## config.mk

```make
export PLATFORM = sky130hd
export DESIGN_NAME = fit_policy_block_allocator_unit_flat
export DESIGN_NICKNAME = d
export VERILOG_FILES = /design/src/sv/fpba_pkg.sv /design/src/sv/fpba_in_if.sv /design/src/sv/fpba_out_if.sv /design/src/sv/fpba_cfg_if.sv /design/src/sv/fit_policy_block_allocator_unit.sv /design/src/sv/fpba_fit_cmp.sv /design/src/flat_wrapper.sv
export VERILOG_INCLUDE_DIRS = /design/src /design/src/sv
export SDC_FILE = /design/constraint.sdc
export NUM_CORES = 1
export LEC_CHECK = 0
export BUFFER_PORTS_ARGS = -buffer_cell sky130_fd_sc_hd__buf_2
export CORE_MARGIN = 4
export CORE_UTILIZATION = 62
export DETAILED_ROUTE_END_ITERATION = 8
export PLACE_DENSITY = 0.9
export SYNTH_ARGS = -nofsm -noshare
export SYNTH_HDL_FRONTEND = slang
export SYNTH_HIERARCHICAL = 1
export SYNTH_SLANG_ARGS = --single-unit
```

## constraint.sdc

```tcl
create_clock -name clk -period 7.4 [get_ports clk]
set_clock_uncertainty 0.2 [all_clocks]
set_input_delay 0.74 -clock clk [delete_from_list [all_inputs] [get_ports clk]]
set_output_delay 0.74 -clock clk [all_outputs]
set_load 0.01 [all_outputs]
```

## src/sv/assert_macros.svh

```systemverilog
// Assertion macros shared by the RTL files of the allocator.
// Depends on nothing; define SYNTH to compile the checks out.
`ifndef ASSERT_MACROS_SVH
`define ASSERT_MACROS_SVH

`ifndef SYNTH
`define ASSERT_IMPLIES(lbl, clk, rst_n, ante, cons, msg) \
    lbl: assert property (@(posedge clk) disable iff (!rst_n) (ante) |-> (cons)) \
        else $error(msg);
`define ASSERT_NEXT(lbl, clk, rst_n, ante, cons, msg) \
    lbl: assert property (@(posedge clk) disable iff (!rst_n) (ante) |=> (cons)) \
        else $error(msg);
`else
`define ASSERT_IMPLIES(lbl, clk, rst_n, ante, cons, msg)
`define ASSERT_NEXT(lbl, clk, rst_n, ante, cons, msg)
`endif

`endif

```

## src/sv/fpba_pkg.sv

```systemverilog
// Shared types and codes of the fit-policy block allocator.
// Depends on nothing; used by the interfaces and all modules.
package fpba_pkg;

    localparam int REQ_TYPE_W = 1;
    localparam int SLOT_W     = 3;
    localparam int SIZE_W     = 16;
    localparam int STATUS_W   = 2;
    localparam int MODE_W     = 2;
    localparam int BLK_CNT_W  = 4;
    localparam int CFG_IDX_W  = 2;
    localparam int CFG_DATA_W = 4;

    localparam logic [REQ_TYPE_W-1:0] REQ_LOAD  = 1'b0;
    localparam logic [REQ_TYPE_W-1:0] REQ_ALLOC = 1'b1;

    localparam logic [STATUS_W-1:0] STAT_LOADED    = 2'd0;
    localparam logic [STATUS_W-1:0] STAT_ALLOCATED = 2'd1;
    localparam logic [STATUS_W-1:0] STAT_NO_FIT    = 2'd2;

    localparam logic [MODE_W-1:0] MODE_FIRST = 2'd0;
    localparam logic [MODE_W-1:0] MODE_BEST  = 2'd1;
    localparam logic [MODE_W-1:0] MODE_WORST = 2'd2;

    localparam logic [CFG_IDX_W-1:0] CFG_FIT_MODE      = 2'd0;
    localparam logic [CFG_IDX_W-1:0] CFG_BLOCKS_IN_USE = 2'd1;

    localparam logic [MODE_W-1:0]    FIT_MODE_RESET = MODE_FIRST;
    localparam logic [BLK_CNT_W-1:0] BLOCKS_RESET   = 4'd8;

    // Verdict of the shared compare unit for one table entry
    typedef struct packed {
        logic take;   // entry becomes the current pick
        logic stop;   // first fit found: end the search
    } fpba_cmp_t;

endpackage

```

## src/sv/fpba_in_if.sv

```systemverilog
// Input item channel of the allocator: valid, ready and request payload.
// Depends on fpba_pkg.
interface fpba_in_if;
    import fpba_pkg::*;

    logic                  valid;
    logic                  ready;
    logic [REQ_TYPE_W-1:0] req_type;
    logic [SLOT_W-1:0]     slot_index;
    logic [SIZE_W-1:0]     size_value;

    modport source (output valid, req_type, slot_index, size_value, input ready);
    modport sink   (input valid, req_type, slot_index, size_value, output ready);
endinterface

```

## src/sv/fpba_out_if.sv

```systemverilog
// Result item channel of the allocator: valid, ready and result payload.
// Depends on fpba_pkg.
interface fpba_out_if;
    import fpba_pkg::*;

    logic                valid;
    logic                ready;
    logic [STATUS_W-1:0] status;
    logic [SLOT_W-1:0]   chosen_block;
    logic [SIZE_W-1:0]   space_left;

    modport source (output valid, status, chosen_block, space_left, input ready);
    modport sink   (input valid, status, chosen_block, space_left, output ready);
endinterface

```

## src/sv/fpba_cfg_if.sv

```systemverilog
// Configuration write channel of the allocator: valid, ready, index, data.
// Depends on fpba_pkg.
interface fpba_cfg_if;
    import fpba_pkg::*;

    logic                  valid;
    logic                  ready;
    logic [CFG_IDX_W-1:0]  index;
    logic [CFG_DATA_W-1:0] data;

    modport source (output valid, index, data, input ready);
    modport sink   (input valid, index, data, output ready);
endinterface

```

## src/sv/fit_policy_block_allocator_unit.sv

```systemverilog
// Top level of the fit-policy block allocator: sequencer, table, registers.
// Depends on fpba_pkg, the fpba_*_if interfaces, fpba_fit_cmp, assert_macros.svh.
//
// Usage:
//   req  - input items. req_type 0 loads size_value into block slot_index;
//          req_type 1 asks for size_value units from the searched blocks.
//   rsp  - one result item per input item: status, chosen_block, space_left.
//   cfg  - register writes, always ready: index 0 fit_mode (0 first,
//          1 best, 2 worst fit, 3 acts as first), index 1 blocks_in_use.
// Timing:
//   A load goes from acceptance to the finish state and from there into the
//   output register. An allocation runs the scan, write and finish states:
//   the shared compare unit examines the entries in turn (blocks_in_use
//   saturated to NUM_BLOCKS; first fit stops at the first entry that fits),
//   one entry per cycle from the single read port of the table, then the
//   write state writes the chosen block back.
//   req.ready is high only while the sequencer is idle.
// Reset:
//   All table entries read as zero (per-entry valid bits), fit_mode 0,
//   blocks_in_use 8, no result pending.
// Stall:
//   A result holds in the output register while rsp.ready is low; the next
//   item is still taken and runs until its own result would overwrite it.
`include "assert_macros.svh"

module fit_policy_block_allocator_unit #(
    parameter int NUM_BLOCKS = 8,
    parameter int SIZE_BITS  = 16
) (
    input  logic       clk,
    input  logic       rst_n,
    fpba_in_if.sink    req,
    fpba_out_if.source rsp,
    fpba_cfg_if.sink   cfg
);
    import fpba_pkg::*;

    localparam int IDX_W = (NUM_BLOCKS > 1) ? $clog2(NUM_BLOCKS) : 1;
    localparam int CNT_W = $clog2(NUM_BLOCKS + 1);
    localparam int CMP_W = (CNT_W > BLK_CNT_W) ? CNT_W : BLK_CNT_W;

    localparam logic [1:0] ST_IDLE  = 2'd0;
    localparam logic [1:0] ST_SCAN  = 2'd1;
    localparam logic [1:0] ST_WRITE = 2'd2;
    localparam logic [1:0] ST_FIN   = 2'd3;

    // Control state
    logic [1:0]            state_reg, state_next;
    logic [MODE_W-1:0]     fit_mode_reg;
    logic [BLK_CNT_W-1:0]  blocks_reg;
    logic [NUM_BLOCKS-1:0] valid_reg;
    logic                  out_valid_reg, out_valid_next;
    logic [IDX_W-1:0]      scan_idx_reg, scan_idx_next;
    logic [CNT_W-1:0]      count_reg, count_next;
    logic                  found_reg, found_next;

    // Payload
    logic [SIZE_BITS-1:0]  mem [NUM_BLOCKS];
    logic [SIZE_BITS-1:0]  rd_data_reg;
    logic                  rd_vld_reg;
    logic [SIZE_BITS-1:0]  size_reg, size_next;
    logic [IDX_W-1:0]      pick_reg, pick_next;
    logic [SIZE_BITS-1:0]  pick_val_reg, pick_val_next;
    logic [STATUS_W-1:0]   res_status_reg, res_status_next;
    logic [SLOT_W-1:0]     res_block_reg, res_block_next;
    logic [SIZE_W-1:0]     res_left_reg, res_left_next;
    logic [STATUS_W-1:0]   out_status_reg;
    logic [SLOT_W-1:0]     out_block_reg;
    logic [SIZE_W-1:0]     out_left_reg;

    logic                  accept;
    logic                  publish;
    logic                  slot_in_range;
    logic [SIZE_BITS-1:0]  in_size;
    logic [SIZE_BITS-1:0]  entry_val;
    logic                  last_entry;
    logic [IDX_W-1:0]      rd_addr;
    logic                  wr_en;
    logic [IDX_W-1:0]      wr_addr;
    logic [SIZE_BITS-1:0]  wr_data;
    logic [SIZE_BITS-1:0]  remain;
    logic [CMP_W-1:0]      blocks_ext;
    fpba_cmp_t             verdict;

    assign req.ready     = (state_reg == ST_IDLE);
    assign cfg.ready     = 1'b1;
    assign accept        = req.valid && req.ready;
    assign publish       = (state_reg == ST_FIN) && (!out_valid_reg || rsp.ready);
    assign slot_in_range = (32'(req.slot_index) < 32'(NUM_BLOCKS));
    assign in_size       = SIZE_BITS'(req.size_value);
    // a never-loaded entry reads as zero
    assign entry_val     = rd_vld_reg ? rd_data_reg : '0;
    assign last_entry    = ((CNT_W'(scan_idx_reg) + CNT_W'(1)) == count_reg);
    assign remain        = pick_val_reg - size_reg;
    assign blocks_ext    = CMP_W'(blocks_reg);

    assign rsp.valid        = out_valid_reg;
    assign rsp.status       = out_status_reg;
    assign rsp.chosen_block = out_block_reg;
    assign rsp.space_left   = out_left_reg;

    fpba_fit_cmp #(
        .SIZE_BITS (SIZE_BITS)
    ) u_cmp (
        .entry_val (entry_val),
        .req_size  (size_reg),
        .pick_val  (pick_val_reg),
        .found     (found_reg),
        .mode      (fit_mode_reg),
        .verdict   (verdict)
    );

    // Sequencer
    always_comb
    begin
        state_next      = state_reg;
        scan_idx_next   = scan_idx_reg;
        count_next      = count_reg;
        found_next      = found_reg;
        size_next       = size_reg;
        pick_next       = pick_reg;
        pick_val_next   = pick_val_reg;
        res_status_next = res_status_reg;
        res_block_next  = res_block_reg;
        res_left_next   = res_left_reg;
        rd_addr         = '0;
        wr_en           = 1'b0;
        wr_addr         = pick_reg;
        wr_data         = remain;

        case (state_reg)
            ST_IDLE:
            begin
                if (accept)
                begin
                    size_next     = in_size;
                    scan_idx_next = '0;
                    found_next    = 1'b0;
                    if (req.req_type == REQ_LOAD)
                    begin
                        wr_en           = slot_in_range;
                        wr_addr         = IDX_W'(req.slot_index);
                        wr_data         = in_size;
                        res_status_next = STAT_LOADED;
                        res_block_next  = req.slot_index;
                        res_left_next   = slot_in_range ? SIZE_W'(in_size) : '0;
                        state_next      = ST_FIN;
                    end
                    else
                    begin
                        // saturate the search count to the table depth
                        count_next = (blocks_ext > CMP_W'(NUM_BLOCKS)) ?
                                     CNT_W'(NUM_BLOCKS) : CNT_W'(blocks_reg);
                        state_next = (blocks_reg == '0) ? ST_WRITE : ST_SCAN;
                    end
                end
            end
            ST_SCAN:
            begin
                rd_addr = scan_idx_reg + IDX_W'(1);
                if (verdict.take)
                begin
                    found_next    = 1'b1;
                    pick_next     = scan_idx_reg;
                    pick_val_next = entry_val;
                end
                if (verdict.stop || last_entry)
                    state_next = ST_WRITE;
                else
                    scan_idx_next = scan_idx_reg + IDX_W'(1);
            end
            ST_WRITE:
            begin
                wr_en = found_reg;
                if (found_reg)
                begin
                    res_status_next = STAT_ALLOCATED;
                    res_block_next  = SLOT_W'(pick_reg);
                    res_left_next   = SIZE_W'(remain);
                end
                else
                begin
                    res_status_next = STAT_NO_FIT;
                    res_block_next  = '0;
                    res_left_next   = '0;
                end
                state_next = ST_FIN;
            end
            ST_FIN:
            begin
                if (publish)
                    state_next = ST_IDLE;
            end
            default:
            begin
                state_next = ST_IDLE;
            end
        endcase

        out_valid_next = (out_valid_reg && !rsp.ready) || publish;
    end

    // Control registers
    always_ff @(posedge clk or negedge rst_n)
    begin
        if (!rst_n)
        begin
            state_reg     <= ST_IDLE;
            fit_mode_reg  <= FIT_MODE_RESET;
            blocks_reg    <= BLOCKS_RESET;
            valid_reg     <= '0;
            out_valid_reg <= 1'b0;
            scan_idx_reg  <= '0;
            count_reg     <= '0;
            found_reg     <= 1'b0;
        end
        else
        begin
            state_reg     <= state_next;
            out_valid_reg <= out_valid_next;
            scan_idx_reg  <= scan_idx_next;
            count_reg     <= count_next;
            found_reg     <= found_next;
            if (wr_en)
                valid_reg[wr_addr] <= 1'b1;
            if (cfg.valid && cfg.ready)
            begin
                case (cfg.index)
                    CFG_FIT_MODE:      fit_mode_reg <= cfg.data[MODE_W-1:0];
                    CFG_BLOCKS_IN_USE: blocks_reg   <= cfg.data[BLK_CNT_W-1:0];
                    default:           ;
                endcase
            end
        end
    end

    // Table memory: one write port, one registered read port
    always_ff @(posedge clk)
    begin
        if (wr_en)
            mem[wr_addr] <= wr_data;
        rd_data_reg <= mem[rd_addr];
        rd_vld_reg  <= valid_reg[rd_addr];
    end

    // Payload registers
    always_ff @(posedge clk)
    begin
        size_reg       <= size_next;
        pick_reg       <= pick_next;
        pick_val_reg   <= pick_val_next;
        res_status_reg <= res_status_next;
        res_block_reg  <= res_block_next;
        res_left_reg   <= res_left_next;
        if (publish)
        begin
            out_status_reg <= res_status_reg;
            out_block_reg  <= res_block_reg;
            out_left_reg   <= res_left_reg;
        end
    end

    // The scan never runs past the saturated search count
    `ASSERT_IMPLIES(a_scan_bound, clk, rst_n, state_reg == ST_SCAN, CNT_W'(scan_idx_reg) < count_reg, "scan index beyond search count")
    // A held pick always satisfies the request
    `ASSERT_IMPLIES(a_pick_fits, clk, rst_n, (state_reg == ST_WRITE) && found_reg, pick_val_reg >= size_reg, "picked block too small")
    // A result only appears out of the finish state
    `ASSERT_IMPLIES(a_publish_src, clk, rst_n, $rose(out_valid_reg), $past(state_reg) == ST_FIN, "result raised outside finish")
    // A stalled result is never overwritten
    `ASSERT_NEXT(a_hold_result, clk, rst_n, out_valid_reg && !rsp.ready, $stable(out_left_reg) && $stable(out_status_reg), "pending result overwritten")

endmodule

```

## src/sv/fpba_fit_cmp.sv

```systemverilog
// Shared compare unit: judges one table entry against the request and pick.
// Depends on fpba_pkg.
module fpba_fit_cmp #(
    parameter int SIZE_BITS = 16
) (
    input  logic [SIZE_BITS-1:0]      entry_val,
    input  logic [SIZE_BITS-1:0]      req_size,
    input  logic [SIZE_BITS-1:0]      pick_val,
    input  logic                      found,
    input  logic [fpba_pkg::MODE_W-1:0] mode,
    output fpba_pkg::fpba_cmp_t       verdict
);
    import fpba_pkg::*;

    logic fits;
    logic better;

    always_comb
    begin
        fits   = (entry_val >= req_size);
        case (mode)
            MODE_BEST:  better = (entry_val < pick_val);
            MODE_WORST: better = (entry_val > pick_val);
            default:    better = 1'b0;
        endcase
        verdict.take = fits && (!found || better);
        // anything but best or worst fit ends on the first entry that fits
        verdict.stop = fits && (mode != MODE_BEST) && (mode != MODE_WORST);
    end
endmodule

```

## src/flat_wrapper.sv

```systemverilog
// flat-port wrapper written by rule: the top's interface ports become plain ports
module fit_policy_block_allocator_unit_flat import fpba_pkg::*;
#(
    parameter int NUM_BLOCKS = 8,
    parameter int SIZE_BITS  = 16
)
  (clk, rst_n, req_valid, req_req_type, req_slot_index, req_size_value, req_ready, rsp_valid, rsp_status, rsp_chosen_block, rsp_space_left, rsp_ready, cfg_valid, cfg_index, cfg_data, cfg_ready);
  fpba_in_if req_i ();
  fpba_out_if rsp_i ();
  fpba_cfg_if cfg_i ();
  input  logic clk;
  input  logic rst_n;
  input wire logic [$bits(req_i.valid)-1:0] req_valid;
  input wire logic [$bits(req_i.req_type)-1:0] req_req_type;
  input wire logic [$bits(req_i.slot_index)-1:0] req_slot_index;
  input wire logic [$bits(req_i.size_value)-1:0] req_size_value;
  output wire logic [$bits(req_i.ready)-1:0] req_ready;
  output wire logic [$bits(rsp_i.valid)-1:0] rsp_valid;
  output wire logic [$bits(rsp_i.status)-1:0] rsp_status;
  output wire logic [$bits(rsp_i.chosen_block)-1:0] rsp_chosen_block;
  output wire logic [$bits(rsp_i.space_left)-1:0] rsp_space_left;
  input wire logic [$bits(rsp_i.ready)-1:0] rsp_ready;
  input wire logic [$bits(cfg_i.valid)-1:0] cfg_valid;
  input wire logic [$bits(cfg_i.index)-1:0] cfg_index;
  input wire logic [$bits(cfg_i.data)-1:0] cfg_data;
  output wire logic [$bits(cfg_i.ready)-1:0] cfg_ready;
  assign req_i.valid = req_valid;
  assign req_i.req_type = req_req_type;
  assign req_i.slot_index = req_slot_index;
  assign req_i.size_value = req_size_value;
  assign req_ready = req_i.ready;
  assign rsp_valid = rsp_i.valid;
  assign rsp_status = rsp_i.status;
  assign rsp_chosen_block = rsp_i.chosen_block;
  assign rsp_space_left = rsp_i.space_left;
  assign rsp_i.ready = rsp_ready;
  assign cfg_i.valid = cfg_valid;
  assign cfg_i.index = cfg_index;
  assign cfg_i.data = cfg_data;
  assign cfg_ready = cfg_i.ready;
  fit_policy_block_allocator_unit #(.NUM_BLOCKS(NUM_BLOCKS), .SIZE_BITS(SIZE_BITS)) u_core (.clk(clk), .rst_n(rst_n), .req(req_i), .rsp(rsp_i), .cfg(cfg_i));
endmodule
```

==> run metrics <==
Routed WL per cell=approximately 21 µm; all-layer global routing usage=0.249; Worst Path Required=approximately 7300 ps; Mapped Avg Cell Area=around 12 µm²; grt ovf=0; Worst Max-Slew Pin Slew=around 1200 ps; placed cell count=1,182; Synth Register Bits=247; WL final=25.3 mm; most frequent cells in the layout=edfxtp_1 (205), nand2_1 (150), inv_1 (67); Clock Tree Root=clkbuf_16; Ports=55; Distinct cells, synth=70; Post-Synth Adder-Cell Area=0.0635; Hold Path Class=input pin to asynchronous set/reset pin; r2r setup slk=~3300 ps; maximum vdd drop=roughly 360 µV; largest family of logic cells by synthesized area=simple AND/OR/NAND/NOR gates; Most common cell on crit path=and2_1; Max-slew headroom=0.171; Synth async-reset ratio=0.101; Worst EP arrival=4000 ps; Post-Syn Instances=roughly 930; Register-to-Register Path Depth=8; die area=20,200 µm²; CTS tree=built; Post-Layout Cell Count=about 1.2k; setup violators final=0; number of synthesized flops with an enable pin=205; Leakage=around 4.9 nW; Final period util=0.548; CTS clock-pin slew for the worst setup and hold paths=60 ps; layout cells sized above 1=0.116; Fin Setup TNS=0 ps; vias per cell=about 6.3; area share of the largest cell type after synthesis=0.552; Post-Synth Simple-Gate Area=0.142; fmax=0.246 GHz; Critical Path Start Type=flop; Tmin final=approximately 4100 ps; status=complete, no violations; top cells by area, synth=edfxtp_1 (55%), ha_1 (6.2%), dfrtp_1 (5.4%), nand2_1 (5.1%), dfxtp_1 (3.1%); initial antenna violation count=0; largest net degree at the start of global routing=36; Compound-Gate Fraction of Synth Area=0.0979; vias post-DR=around 7.7k; Post-Synth XOR/XNOR Area=0.0109; 1st-iter DRT viols=742; Final Slew Violations=0; # clock sinks=between 200 and 250; Slowest cell on crit path=and2_1; Yosys top cell by area=edfxtp_1; Final ANT Viol Nets=0; Detailed Routing Iterations Pass 1=6; # DRC=0; Post-CTS Setup Inserts=0; Die Y=between 100 and 150 µm; crit-path max cell delay=~750 ps; syn_nets=around 1.0k; RePlAce Congestion=0.920; final hold vios=0; Max clock buf depth=3; vias in the first global route=between 7k and 8k; CTS Buf Count=25; Post-CTS Hold Buffers=0; commonest non-fill, non-tap cell in the layout=edfxtp_1; max_cap viols=0; row count=48; crit path cell chain=and2_1 -> ha_1 -> nand4_1 -> nor4_1 -> a21boi_0 -> o311ai_0 -> a221oi_2 -> and2_1; mux share of post-synthesis cell area=0.0117; Largest Register=u_core/mem; predominant post-synthesis flop cell=edfxtp_1; fillcell total=1,115; Diodes inserted=0; Setup crit end kind=flop; first-pass GRT wire length=around 40 mm; CTS resizes=0; sequential cell area fraction in the yosys report=0.639; RSZ-0062 raised after global routing=false; Post-Syn Area=between 10,000 and 15,000 µm²; synth-to-layout area growth=11.2%; Crit Path Class=flop to flop; initial core utilization=0.638; worst r2r dst=u_core/pick_val_reg[4]; clk_lat worst skew=about 520 ps; DP HPWL=16.3 mm; die span in x=142 µm; pwr dens=roughly 370 nW/µm²; Crit Path Max Fanout=19; Reg-to-Reg Start=u_core/rd_vld_reg; max reg flops=128; core area=approximately 17,000 µm²; synth warn=6; # H-tree levels=1; port bufs=between 50 and 60; nets=1,071
[per-stage QoR]
step	utilization	cell area, µm²	hold WS [ps]	setup WS, ps	power, mW
detailed placement	0.667	11700	205	3570	3.46
finish	0.709	12400	17.2	3340	4.64
floorplan	-	11100	200	4040	3.01
CTS	0.709	12400	30.1	3530	4.62
global route	0.709	12400	64.8	3250	4.87
global placement	0.667	11700	201	3670	3.38
[layer usage]
metal | up-vias | share of wire | global-route usage | wire (µm)
li1 | 3473 | - | - | -
met1 | 3663 | 0.38 | 0.328 | 9740
met2 | 449 | 0.48 | 0.421 | 12200
met3 | 89 | 0.097 | 0.0353 | 2460
met4 | 0 | 0.038 | 0.0980 | 970
met5 | - | 0 | 0 | 0
[kinds of logic after synthesis]
group / after synthesis
multiplexers: 12
buffers and inverters: 100
XOR/XNOR: 13
AO/OA/AOI/OAI: 159
AND/OR/NAND/NOR: 337
adder cells (fa/ha/maj): 56
flip-flops: 247
other: 1
[worst max path at each step]
stage / start / to / slack (ps) / cells past startpoint
2_1_floorplan: u_core/rd_vld_reg / u_core/pick_reg[0] / 4040 / 9
3_3_place_gp: u_core/rd_vld_reg / u_core/pick_val_reg[6] / 3670 / 8
3_5_place_dp: u_core/rd_vld_reg / u_core/pick_val_reg[7] / 3570 / 8
4_1_cts: u_core/rd_vld_reg / u_core/pick_val_reg[4] / 3530 / 8
5_1_grt: u_core/rd_vld_reg / u_core/pick_val_reg[4] / 3250 / 8
6_report: u_core/rd_vld_reg / u_core/pick_val_reg[4] / 3340 / 8
[where the power goes]
| group | total [mW] | internal [mW] | switching (mW) |
|---|---|---|---|
| clock | 1.15 | 0.661 | 0.492 |
| sequential | 2.08 | 1.96 | 0.123 |
| combinational | 1.40 | 0.461 | 0.942 |
[critical path: cells and delay by family (launching register included)]
family,cells,cell delay (ps)
AO/OA/AOI/OAI,3,920
flip-flops,1,630
AND/OR/NAND/NOR,4,1740
adder cells (fa/ha/maj),1,190
[synthesized netlist by cell type, types with 3 or more instances]
cell       number
o21ai_0        31
o22ai_1        19
nand2_1       150
xnor2_1         8
o31ai_1        19
mux2i_1         4
clkbuf_1       28
o211ai_1        3
edfxtp_1      205
and2_1         23
nor3_1          7
nand4_1         5
a22o_1          3
and3_1         20
a21oi_1        30
nand3_1        64
buf_2           3
dfrtp_1        24
dfxtp_1        17
or2_1           9
o21a_1          4
mux2_2          8
a21o_1          6
nor2_1         31
nand2b_1        6
xor2_1          4
o2bb2ai_1       9
inv_1          67
nand3b_1        3
ha_1           55
o21ai_1         6
nor2b_1         5
[area by class of cell]
| cell class | instances | area, µm² | area share |
|---|---|---|---|
| Timing Repair Buffer | 64 | 348 | 0.0281 |
| Clock inverter | 12 | 80.1 | 0.00646 |
| Multi-Input combinational cell | 578 | 3650 | 0.294 |
| Sequential cell | 247 | 7120 | 0.575 |
| Inverter | 68 | 255 | 0.0206 |
| Clock buffer | 32 | 662 | 0.0534 |
| Tap cell | 225 | 282 | 0.0227 |
Power figures use the tool's default switching activity.
